**src/rtl/bdc_pkg.sv**
```systemverilog
// shared types, codes and helper functions for the braille dot canvas
// no dependencies; the dot sequencer, cell store and top file refer to it by scoped names
`timescale 1ns / 1ps

package bdc_pkg;

  localparam int COORD_W  = 11;  // dot coordinate with one guard bit
  localparam int CFG_IDX_W = 2;

  // command codes on the op field
  localparam logic [1:0] OP_CLEAR = 2'd0;
  localparam logic [1:0] OP_LINE  = 2'd1;
  localparam logic [1:0] OP_MARK  = 2'd2;
  localparam logic [1:0] OP_READ  = 2'd3;

  // configuration register indexes
  localparam logic [CFG_IDX_W-1:0] CFG_CANVAS_COLS   = 2'd0;
  localparam logic [CFG_IDX_W-1:0] CFG_CANVAS_ROWS   = 2'd1;
  localparam logic [CFG_IDX_W-1:0] CFG_ASCII_GLYPHS  = 2'd2;
  localparam logic [CFG_IDX_W-1:0] CFG_DEFAULT_COLOR = 2'd3;

  localparam logic [13:0] BRAILLE_BASE = 14'h2800;

  localparam logic [13:0] GLYPH_SPACE = 14'h0020;
  localparam logic [13:0] GLYPH_BAR   = 14'h007C;
  localparam logic [13:0] GLYPH_COLON = 14'h003A;
  localparam logic [13:0] GLYPH_APOS  = 14'h0027;
  localparam logic [13:0] GLYPH_DASH  = 14'h002D;
  localparam logic [13:0] GLYPH_DOT   = 14'h002E;
  localparam logic [13:0] GLYPH_UNDER = 14'h005F;

  // one dot handed from the sequencer to the cell store
  typedef struct packed {
    logic                       valid;
    logic                       last;
    logic signed [COORD_W-1:0]  x;
    logic signed [COORD_W-1:0]  y;
  } dot_t;

  // braille bit of a dot inside its 2x4 cell
  function automatic logic [7:0] dot_bit(input logic xo, input logic [1:0] yo);
    logic [7:0] b;
    case ({xo, yo})
      3'b000:  b = 8'h01;
      3'b001:  b = 8'h02;
      3'b010:  b = 8'h04;
      3'b011:  b = 8'h40;
      3'b100:  b = 8'h08;
      3'b101:  b = 8'h10;
      3'b110:  b = 8'h20;
      3'b111:  b = 8'h80;
      default: b = 8'h00;
    endcase
    return b;
  endfunction

  // ascii stand-in picked from the span of occupied dot rows
  function automatic logic [13:0] ascii_glyph(input logic [7:0] m);
    logic [3:0]  occ;
    logic [1:0]  top;
    logic [1:0]  bot;
    logic [13:0] g;
    occ = {m[7] | m[6], m[5] | m[2], m[4] | m[1], m[3] | m[0]};
    top = 2'd0;
    bot = 2'd0;
    for (int r = 3; r >= 0; r--) begin
      if (occ[r]) top = 2'(r);
    end
    for (int r = 0; r < 4; r++) begin
      if (occ[r]) bot = 2'(r);
    end
    if (occ == 4'b0000) begin
      g = GLYPH_SPACE;
    end else if (bot - top >= 2'd2) begin
      g = GLYPH_BAR;
    end else if (bot - top == 2'd1) begin
      g = GLYPH_COLON;
    end else begin
      case (top)
        2'd0:    g = GLYPH_APOS;
        2'd1:    g = GLYPH_DASH;
        2'd2:    g = GLYPH_DOT;
        2'd3:    g = GLYPH_UNDER;
        default: g = GLYPH_SPACE;
      endcase
    end
    return g;
  endfunction

endpackage

```
**src/rtl/bdc_dot_gen.sv**
```systemverilog
// dot sequencer: bresenham stepper for lines, five-step walk for markers
// depends on bdc_pkg (dot_t, COORD_W)
`timescale 1ns / 1ps

module bdc_dot_gen (
  input  logic              clk,
  input  logic              rst_n,
  input  logic              start,
  input  logic              mode_line,
  input  logic signed [9:0] x0,
  input  logic signed [9:0] y0,
  input  logic signed [9:0] x1,
  input  logic signed [9:0] y1,
  output bdc_pkg::dot_t     dot
);

  localparam logic [2:0] MARK_LAST = 3'd4;

  logic                              busy_r, busy_nxt;
  logic                              line_r, line_nxt;
  logic signed [bdc_pkg::COORD_W-1:0] x_r, x_nxt, y_r, y_nxt;
  logic signed [bdc_pkg::COORD_W-1:0] xe_r, xe_nxt, ye_r, ye_nxt;
  logic [9:0]                        adx_r, adx_nxt, ady_r, ady_nxt;
  logic                              sx_r, sx_nxt, sy_r, sy_nxt;
  logic signed [12:0]                err_r, err_nxt;
  logic [2:0]                        cnt_r, cnt_nxt;

  logic signed [10:0] dfx, dfy;
  logic [9:0]         adx, ady;
  logic signed [13:0] e2, lo_lim, hi_lim;
  logic               step_x, step_y, at_end;
  logic signed [bdc_pkg::COORD_W-1:0] ox, oy, xs, ys;

  always_comb begin
    dfx = {x1[9], x1} - {x0[9], x0};
    dfy = {y1[9], y1} - {y0[9], y0};
    adx = dfx[10] ? 10'(-dfx) : dfx[9:0];
    ady = dfy[10] ? 10'(-dfy) : dfy[9:0];

    // shared step unit: error term test and update
    e2     = {err_r, 1'b0};
    lo_lim = -$signed({4'b0000, ady_r});
    hi_lim = $signed({4'b0000, adx_r});
    step_x = e2 >= lo_lim;
    step_y = e2 <= hi_lim;
    at_end = (x_r == xe_r) && (y_r == ye_r);
    xs     = sx_r ? 11'sd1 : -11'sd1;
    ys     = sy_r ? 11'sd1 : -11'sd1;

    // cross: centre, left, right, up, down
    case (cnt_r)
      3'd1:    begin ox = -11'sd1; oy = 11'sd0;  end
      3'd2:    begin ox = 11'sd1;  oy = 11'sd0;  end
      3'd3:    begin ox = 11'sd0;  oy = -11'sd1; end
      3'd4:    begin ox = 11'sd0;  oy = 11'sd1;  end
      default: begin ox = 11'sd0;  oy = 11'sd0;  end
    endcase

    dot.valid = busy_r;
    dot.last  = line_r ? at_end : (cnt_r == MARK_LAST);
    dot.x     = line_r ? x_r : x_r + ox;
    dot.y     = line_r ? y_r : y_r + oy;

    busy_nxt = busy_r;
    line_nxt = line_r;
    x_nxt    = x_r;
    y_nxt    = y_r;
    xe_nxt   = xe_r;
    ye_nxt   = ye_r;
    adx_nxt  = adx_r;
    ady_nxt  = ady_r;
    sx_nxt   = sx_r;
    sy_nxt   = sy_r;
    err_nxt  = err_r;
    cnt_nxt  = cnt_r;

    if (start) begin
      busy_nxt = 1'b1;
      line_nxt = mode_line;
      x_nxt    = {x0[9], x0};
      y_nxt    = {y0[9], y0};
      xe_nxt   = {x1[9], x1};
      ye_nxt   = {y1[9], y1};
      adx_nxt  = adx;
      ady_nxt  = ady;
      sx_nxt   = x0 < x1;
      sy_nxt   = y0 < y1;
      err_nxt  = $signed({3'b000, adx}) - $signed({3'b000, ady});
      cnt_nxt  = 3'd0;
    end else if (busy_r) begin
      if (dot.last) begin
        busy_nxt = 1'b0;
      end else if (line_r) begin
        err_nxt = err_r + (step_x ? -$signed({3'b000, ady_r}) : 13'sd0)
                        + (step_y ? $signed({3'b000, adx_r}) : 13'sd0);
        if (step_x) x_nxt = x_r + xs;
        if (step_y) y_nxt = y_r + ys;
      end else begin
        cnt_nxt = cnt_r + 3'd1;
      end
    end
  end

  always_ff @(posedge clk) begin
    if (!rst_n) begin
      busy_r <= 1'b0;
      line_r <= 1'b0;
      cnt_r  <= 3'd0;
    end else begin
      busy_r <= busy_nxt;
      line_r <= line_nxt;
      cnt_r  <= cnt_nxt;
    end
    x_r   <= x_nxt;
    y_r   <= y_nxt;
    xe_r  <= xe_nxt;
    ye_r  <= ye_nxt;
    adx_r <= adx_nxt;
    ady_r <= ady_nxt;
    sx_r  <= sx_nxt;
    sy_r  <= sy_nxt;
    err_r <= err_nxt;
  end

endmodule

```
**config.mk**
```make
export PLATFORM = sky130hd
export DESIGN_NAME = bdc_dot_gen
export DESIGN_NICKNAME = d
export VERILOG_FILES = /design/src/rtl/bdc_pkg.sv /design/src/rtl/bdc_dot_gen.sv
export SDC_FILE = /design/constraint.sdc
export NUM_CORES = 1
export LEC_CHECK = 0
export ABC_AREA = 1
export BUFFER_PORTS_ARGS = -buffer_cell sky130_fd_sc_hd__buf_2
export CAP_MARGIN = 40
export CORE_ASPECT_RATIO = 0.5
export CORE_MARGIN = 5
export CORE_UTILIZATION = 67
export CTS_BUF_LIST = sky130_fd_sc_hd__clkbuf_4 sky130_fd_sc_hd__clkbuf_8 sky130_fd_sc_hd__clkbuf_16
export DETAILED_ROUTE_END_ITERATION = 12
export PLACE_DENSITY = 0.87
export RECOVER_POWER = 100
export SYNTH_ARGS = -nofsm -noshare
export SYNTH_HDL_FRONTEND = slang
export SYNTH_SLANG_ARGS = --single-unit
```
**constraint.sdc**
```tcl
create_clock -name clk -period 13 [get_ports clk]
set_input_delay 0.65 -clock clk [delete_from_list [all_inputs] [get_ports clk]]
set_output_delay 0.65 -clock clk [all_outputs]
set_load 0.02 [all_outputs]
```
Word-level counts from Yosys, hierarchy flattened:

Cells that the tools add are included.

* register bits: 82
* bits of input ports: 44
* output and inout bits: 24
* word-level logic and storage cells: 78

* add/subtract/negate cells: 14
* magnitude comparators: 4
* equal/unequal tests: 7
* mux-type cells: 28
* bitwise operators: 3
* reductions and logical operators: 10

Operators with widths (number)
* $mux 11: 14
* $mux 13: 5
* $add 11x11->11: 4
* $pmux 11 s2: 2
* $sub 10x10->11: 3
* $mux 10: 3
* $eq 11x10->1: 2
* $lt 10x10->1: 2
* $neg 10->10: 2
* $ge 14x14->1: 1
* $le 14x11->1: 1
* $neg 10->14: 1
* $add 13x11->13: 1
* $add 13x13->13: 1
* $neg 10->13: 1
* $reduce_and 4->1: 2
* $reduce_bool 2->1: 4
* $eq 3x2->1 const B: 2
* $reduce_and 3->1: 2
* $mux 1: 4
* $add 3x1->3 const B: 1
* $eq 3x1->1 const B: 1
* $eq 3x3->1 const B: 1
* $not 1->1: 3
* other kinds (3): 3

Longest topological paths before layout:

Gate-level depths: netlist of the first run.

* depth in word-level cells: 9
* mapped depth: 34
* gate-level depth less buffers: 34

Least setup slack after synthesis of the first run:

OpenSTA, ideal clock, no wires.

* kind: flip-flop to flip-flop
* start: register ady_r[0]
* end: register err_r[10] (data pin)
* setup time: 255 ps
* data arrival time: 4171 ps
* data required time: 12745 ps
* slack: 8574 ps
* stages on the path, launching flop included: 31
* buffers on the path: 1
* period minus slack after synthesis: 4426 ps
* cells stage by stage: edfxtp_1 -> inv_1 -> ha_1 -> nand2_1 -> nor2_1 -> nand4_1 -> nor2_1 -> nand2_1 -> or2_1 -> inv_1 -> ha_1 -> nand2_1 -> inv_1 -> nand2_1 -> nand2_1 -> a21oi_1 -> nand3_1 -> nand3_1 -> buf_2 -> nand3_1 -> fa_1 -> inv_1 -> ha_1 -> nand3_1 -> nand2_1 -> a21oi_1 -> inv_1 -> a21oi_1 -> or2_2 -> nand3_1 -> nand2_1

* cells in the longest elaborated chain, start to end: 9
* elaborated cells on any way between the ends: 10
* classes of those cells: 4 x add/sub; 1 x order compare; 5 x mux

RTL lines
* from (decl): RTL line bdc_dot_gen.sv:23 `logic [9:0] adx_r, adx_nxt, ady_r, ady_nxt;`
* from (signal assigned): RTL line bdc_dot_gen.sv:119 `ady_r <= ady_nxt;`
* $neg 10->14: RTL line bdc_dot_gen.sv:42 `lo_lim = -$signed({4'b0000, ady_r});`
* $ge 14x14->1: RTL line bdc_dot_gen.sv:44 `step_x = e2 >= lo_lim;`
* $mux 13 *: RTL line bdc_dot_gen.sv:94 `err_nxt = err_r + (step_x ? -$signed({3'b000, ady_r}) : 13'sd0)`
* $add 13x13->13 *: RTL line bdc_dot_gen.sv:94
* $add 13x11->13 *: RTL line bdc_dot_gen.sv:95 `+ (step_y ? $signed({3'b000, adx_r}) : 13'sd0);`
* $mux 13 *: RTL line bdc_dot_gen.sv:93 `end else if (line_r) begin`
* $mux 13 *: RTL line bdc_dot_gen.sv:91 `if (dot.last) begin`
* $mux 13 *: RTL line bdc_dot_gen.sv:90 `end else if (busy_r) begin`
* $mux 13 *: RTL line bdc_dot_gen.sv:77 `if (start) begin`
* via err_nxt[10]: RTL line bdc_dot_gen.sv:25 `logic signed [12:0] err_r, err_nxt;`
* to (signal assigned): RTL line bdc_dot_gen.sv:122 `err_r <= err_nxt;`
* to (decl): RTL line bdc_dot_gen.sv:25

The timed path passes the listed nets; every way through them passes the cells marked *. The select of a mux whose other input is x is not followed.
A chain may end at the register's enable or synchronous reset.

Worst setup path in the final report of the first run:

Ends and elaborated chain as after synthesis.

==> reports/metrics.cfg, run 1 <==
[routing]
wl_met2_um = 11400
drt-initial-drc-count = 706
routed_via_density = 5.82
avgRoutedWirePerCell_um = 16.1
wl_met3_um = 1690
vias = 8772
ant_nets = 0
drc = 0
wl_met1_um = 10300
drt-total-wl_um = 24200
top_layer_used = met4
first_pass_iters = 5

[logic_synthesis]
syn_nets = 1432
yosys.cell_count.top_type = nand2_1
synthFlopType = edfxtp_1
ys_types = 50
seq_area_frac_synth_pct = 26.4
yosys_warnings = 0
synthTopCellsByCount = nand2_1 (297), inv_1 (210), ha_1 (112)
yosysTopAreaCell = edfxtp_1
synth_seq_cells = 82
synthCells = 1258
avgSynthCellArea_um2 = 7.26
syn_area_um2 = 9130
synthTopCellsByArea = edfxtp_1 (25%), ha_1 (15%), nand2_1 (12%)
yosys.area.top_type_share_pct = 25.3
synth_enable_flop_cells = 77
synthArstFlopShare_pct = 0

[placed_design]
gp_congestion = 0.948
dp_hpwl_um = 19300
portBuffers = 67
place_area_um2 = 9670

[finish]
area_delta_synth_final_pct = 8.43
final_nets = 1501
num_antenna_cells = 0
design_area_um2 = 9900
nFillCells = 1101
drive_gt1_share_pct = 5.18

[timing]
hold_violations = 0
fmax_ghz = 0.193
finalSetupViolations = 0
tns_ns = 0
final.min_clock_period_ns = 5.19
relSlewSlack_pct = -115
slew_violations = 103
rsz0062_at_grt = false
period_share_pct = 39.9
worst_pin_slew_ns = 3.23
clock_skew_ns = 0.0101
fin_hold_ws_ns = 0.524

[global_route]
gr-total-overflow = 0
grt_pass1_vias = 8378
antenna_found_initial = 0
grt.total_usage_pct = 29.7
grt_pass1_wl_um = 39100
grt_max_degree = 63

[power_and_ir_drop]
total_power_mw = 1.97
power_leakage_nw = 4.97
power_density_nw_per_um2 = 199
ir_drop_mv = 0.0903

[outcome]
status = finished with violations
violations = max-capacitance violations, max-slew violations

[clocking]
worstSkewPairLatency_ns = 0.34
cts-root-buf = clkbuf_16
cts_tree = built
cts_num_sinks = 82
postCtsSetupRepairBufs = 0
hold_buffers = 0
cts_htree_levels = 3
numCtsBuffers = 9
cts_resized = 0
cts_buffer_depth = 2
clk_pin_slew_worst_paths_ns = 0.07

[setup_path]
crit_path_start_kind = flop
crit_type = flop to flop
critPathCaptureType = flop
path_common_cell = nand2_1
slowest_stage = fa_1
cp.arrival_ns = 5.27
required_ns = 13.08
slowest_delay_ns = 0.47
worstPathMaxFanout = 14

[die]
fp.dieH_um = 92.5
core_um2 = 13400
initial_core_util_pct = 67.9
rows = 30
io_pins = 68
die_area_um2 = 16200
die_w_um = 175

[min_path]
min_path_type = primary input to flop

[job]
maxCapViolCount = 2

-- worst max-delay path, delay by kind of cell, from the launching register on --
kind,cells,cell delay [ns]
flops,1,0.45
compound gates,5,0.64
fa+ha+maj,4,1.25
buf+inv,5,0.38
simple gates,16,2.21
-- cell families (layout without fill, tap and decap cells) --
family | after synthesis | in the layout | share of synthesized area, %
AO/OA/AOI/OAI | 229 | 229 | 13.9
flip-flops | 82 | 82 | 26.4
adder cells (fa/ha/maj) | 130 | 130 | 19.3
multiplexers | 1 | 1 | 0.110
AND/OR/NAND/NOR | 542 | 542 | 25.9
buffers and inverters | 229 | 303 | 9.55
XOR/XNOR | 45 | 45 | 4.85
-- report_power, final --
part	total, mW	leakage (nW)	internal (mW)	switching (mW)
clock	0.301	0.167	0.192	0.109
combinational	1.20	4.01	0.440	0.759
sequential	0.468	0.795	0.386	0.0824
total	1.97	4.97	1.02	0.950
-- through the flow --
stage,instances,setup WS (ns),util (%)
2_1_floorplan,1258,8.57,-
3_3_place_gp,1489,8.13,71.7
3_5_place_dp,1492,7.88,72.0
4_1_cts,1508,7.88,74.5
5_1_grt,1508,7.10,73.7
6_report,1508,7.81,73.7
-- registers in the layout, summed over array words and instances, names as in the netlist --
| name | flops |
|---|---|
| err_r | 13 |
| x_r | 11 |
| y_r | 11 |
| adx_r | 10 |
| ady_r | 10 |
| xe_r | 10 |
| ye_r | 10 |
| cnt_r | 3 |
| busy_r | 1 |
| line_r | 1 |
| sx_r | 1 |
| sy_r | 1 |
-- metal layers --
metal / global-route usage (%) / vias to the layer above
li1: - / 4339
met1: 38.5 / 4011
met2: 51.0 / 358
met3: 4.57 / 64
met4: 10.1 / 0
met5: 0 / -
-- path summary, 6_finish.rpt --
check | startpoint | to | slack, ns | cells past startpoint
min | y1[3] | ye_r[3]$_DFFE_PP_ | 0.52 | 1
min reg2reg | cnt_r[1]$_SDFFE_PP0P_ | cnt_r[1]$_SDFFE_PP0P_ | 0.54 | 2
max reg2reg | ady_r[0]$_DFFE_PP_ | err_r[10]$_DFFE_PP_ | 7.81 | 30
max | ady_r[0]$_DFFE_PP_ | err_r[10]$_DFFE_PP_ | 7.81 | 30
-- cell usage in the layout, fill, tap and decap left out, types with 25 or more instances in the layout --
master    instances
ha_1            112
nor2_1           77
xor2_1           25
o21ai_0         100
clkbuf_1         52
inv_1           210
nand3_1          93
a21oi_1          80
nand2_1         299
edfxtp_1         77
-- final cells by class --
| type | instances | area [um^2] | share of cell area (%) |
|---|---|---|---|
| inverters | 214 | 805 | 8.13 |
| flip-flops and latches | 82 | 2410 | 24.4 |
| repair buffers | 73 | 303 | 3.06 |
| well taps | 176 | 220 | 2.22 |
| multi-input cells | 947 | 5820 | 58.8 |
| clock inverters | 5 | 103 | 1.04 |
| clock buffers | 11 | 240 | 2.43 |
No activity file was read; power rests on OpenSTA's default activity.
==> run 2: changes to the inputs <==
--- a/config.mk
+++ b/config.mk
@@ -10,10 +10,10 @@
 export CAP_MARGIN = 40
 export CORE_ASPECT_RATIO = 0.5
 export CORE_MARGIN = 5
-export CORE_UTILIZATION = 67
+export CORE_UTILIZATION = 63
 export CTS_BUF_LIST = sky130_fd_sc_hd__clkbuf_4 sky130_fd_sc_hd__clkbuf_8 sky130_fd_sc_hd__clkbuf_16
 export DETAILED_ROUTE_END_ITERATION = 12
-export PLACE_DENSITY = 0.87
+export PLACE_DENSITY = 0.83
 export RECOVER_POWER = 100
 export SYNTH_ARGS = -nofsm -noshare
 export SYNTH_HDL_FRONTEND = slang
==> constraint.sdc (replaced) <==
create_clock -name clk -period 5.33 [get_ports clk]
set_input_delay 0.2665 -clock clk [delete_from_list [all_inputs] [get_ports clk]]
set_output_delay 0.2665 -clock clk [all_outputs]
set_load 0.02 [all_outputs]
==> reports/metrics.cfg, run 2 (synthesized netlist as in run 1, its figures left out) <==
[finish]
drive_gt1_share_pct = 6.23  ; +1.1 points
layout_common_cells = nand2_1 (298), inv_1 (210), ha_1 (112), o21ai_0 (98), nand3_1 (92)
fin_util_pct = 69.3  ; -4.3 points
area_delta_synth_final_pct = 8.70
largest_reg_flops = 13  ; unchanged
final_cells = 1530  ; +1.5%
layout_commonest_cell = nand2_1
top_regs = err_r x13, x_r x11, y_r x11
nFillCells = 1236  ; +12%
multi_input_area_um2 = 5840  ; +0.34%
num_antenna_cells = 0  ; unchanged
design_area_um2 = 9920  ; +0.25%
largest-register = err_r
final_nets = 1501  ; unchanged
seqCellArea_um2 = 2410  ; unchanged

[clocking]
cts-root-buf = clkbuf_16
cts_num_sinks = 82  ; unchanged
postCtsSetupRepairBufs = 0  ; unchanged
cts_buffer_depth = 2  ; unchanged
clk_pin_slew_worst_paths_ns = 0.07  ; about the same
cts_tree = built
numCtsBuffers = 9  ; unchanged
cts_htree_levels = 3  ; unchanged
worstSkewPairLatency_ns = 0.34  ; about the same

[setup_path]
crit_buf_inv = 3  ; -2
r2r_start = ady_r[1]$_DFFE_PP_
crit_type = flop to flop
critPathCaptureType = flop
worstPathMaxFanout = 14  ; unchanged
crit_path_start_kind = flop
slowest_delay_ns = 0.51  ; +0.04 ns
required_ns = 5.42  ; -7.66 ns
cp.arrival_ns = 4.88  ; -0.39 ns
reg2reg_slack_ns = 0.54  ; -7.27 ns
r2r_cells = 25  ; -17%
critPathTopFamily = simple AND/OR/NAND/NOR gates
slowest_stage = fa_1
reg2reg_to = err_r[10]$_DFFE_PP_

[global_route]
antenna_found_initial = 0  ; unchanged
grt_pass1_wl_um = 38600  ; -1.3%
grt.total_usage_pct = 27.7  ; -2.0 points
gr-total-overflow = 0  ; unchanged
grt_pass1_vias = 8142  ; -2.8%
grt_max_degree = 54  ; -14%

[min_path]
min-delay-start = y1[3]
min_path_type = primary input to flop
whs_path_depth = 1  ; unchanged
hold_end = ye_r[3]$_DFFE_PP_

[die]
die_w_um = 180  ; +2.9%
fp.dieH_um = 95.1  ; +2.8%
core_um2 = 14300  ; +6.5%
die_area_um2 = 17100  ; +5.8%
rows = 31  ; +3.3%
io_pins = 68  ; unchanged
initial_core_util_pct = 63.8  ; -4.2 points

[power_and_ir_drop]
power_density_nw_per_um2 = 474  ; +140%
total_power_mw = 4.71  ; +140%
power_leakage_nw = 4.99  ; +0.51%
ir_drop_mv = 0.278  ; +210%

[routing]
wl_met3_um = 1300  ; -23%
avgRoutedWirePerCell_um = 15.5  ; -3.6%
wl_met1_um = 10800  ; +4.6%
vias = 8686  ; -0.98%
wl_met2_um = 11100  ; -2.7%
drc = 0  ; unchanged
first_pass_iters = 6  ; +1
drt-total-wl_um = 23700  ; -2.2%
ant_nets = 0  ; unchanged
drt-initial-drc-count = 642  ; -9.1%
top_layer_used = met4
routed_via_density = 5.68  ; -2.4%

[timing]
slew_violations = 99  ; -3.9%
hold_violations = 0  ; unchanged
period_share_pct = 89.9  ; +50 points
finalSetupViolations = 0  ; unchanged
fmax_ghz = 0.209  ; +8.4%
fin_hold_ws_ns = 0.124  ; -0.400 ns
final.min_clock_period_ns = 4.79  ; -0.401 ns
worst_pin_slew_ns = 2.67  ; -0.558 ns
worst_slack_ns = 0.539  ; -7.27 ns
clock_skew_ns = 0.0114  ; +0.00130 ns
tns_ns = 0  ; unchanged
relSlewSlack_pct = -78.1  ; +37 points

[placed_design]
gp_congestion = 0.932  ; -1.7%
placed_cells = 1514  ; +1.5%
portBuffers = 67  ; unchanged
dp_worst_setup_slack_ns = 0.291  ; -7.59 ns
dp_hpwl_um = 18900  ; -2.2%
place_area_um2 = 9690  ; +0.21%

[outcome]
violations = max-capacitance violations, max-slew violations
status = finished with violations

[job]
maxCapViolCount = 2  ; unchanged

-- run 2: where the power goes --
part,internal (mW),switching [mW]
Combinational,1.09,1.83
Clock,0.391,0.260
Sequential,0.940,0.193
Total,2.42,2.29
-- run 2: per-layer routing --
layer / vias to the layer above / track usage (%)
li1: 4351 / -
met1: 4024 / 36.7
met3: 32 / 3.51
met2: 279 / 48.5
met5: - / 0
met4: 0 / 7.86
-- run 2: cell type report --
cell class              instances  area share [%]
repair buffers                 73            3.24
multi-input cells             947            58.8
clock buffers                  13            2.64
clock inverters                 3           0.403
flip-flops and latches         82            24.3
well taps                     198            2.50
inverters                     214            8.11
-- run 2: how the worst max path moves through the flow --
stage / startpoint / to / cells past startpoint / slack [ns]
after floorplan: ady_r[0]$_DFFE_PP_ / err_r[10]$_DFFE_PP_ / 30 / 0.90
after global placement: ady_r[0]$_DFFE_PP_ / err_r[10]$_DFFE_PP_ / 30 / 0.44
after detailed placement: ady_r[0]$_DFFE_PP_ / err_r[10]$_DFFE_PP_ / 30 / 0.29
after CTS: ady_r[0]$_DFFE_PP_ / err_r[10]$_DFFE_PP_ / 29 / 0.29
after global routing: ady_r[0]$_DFFE_PP_ / err_r[9]$_DFFE_PP_ / 28 / -0.002
final: ady_r[1]$_DFFE_PP_ / err_r[10]$_DFFE_PP_ / 25 / 0.54
-- run 2: what timing repair did --
item                       4_1_cts  5_1_grt
hold buffers                     0        0
resized for setup                0        5
setup endpoints to repair        0        8
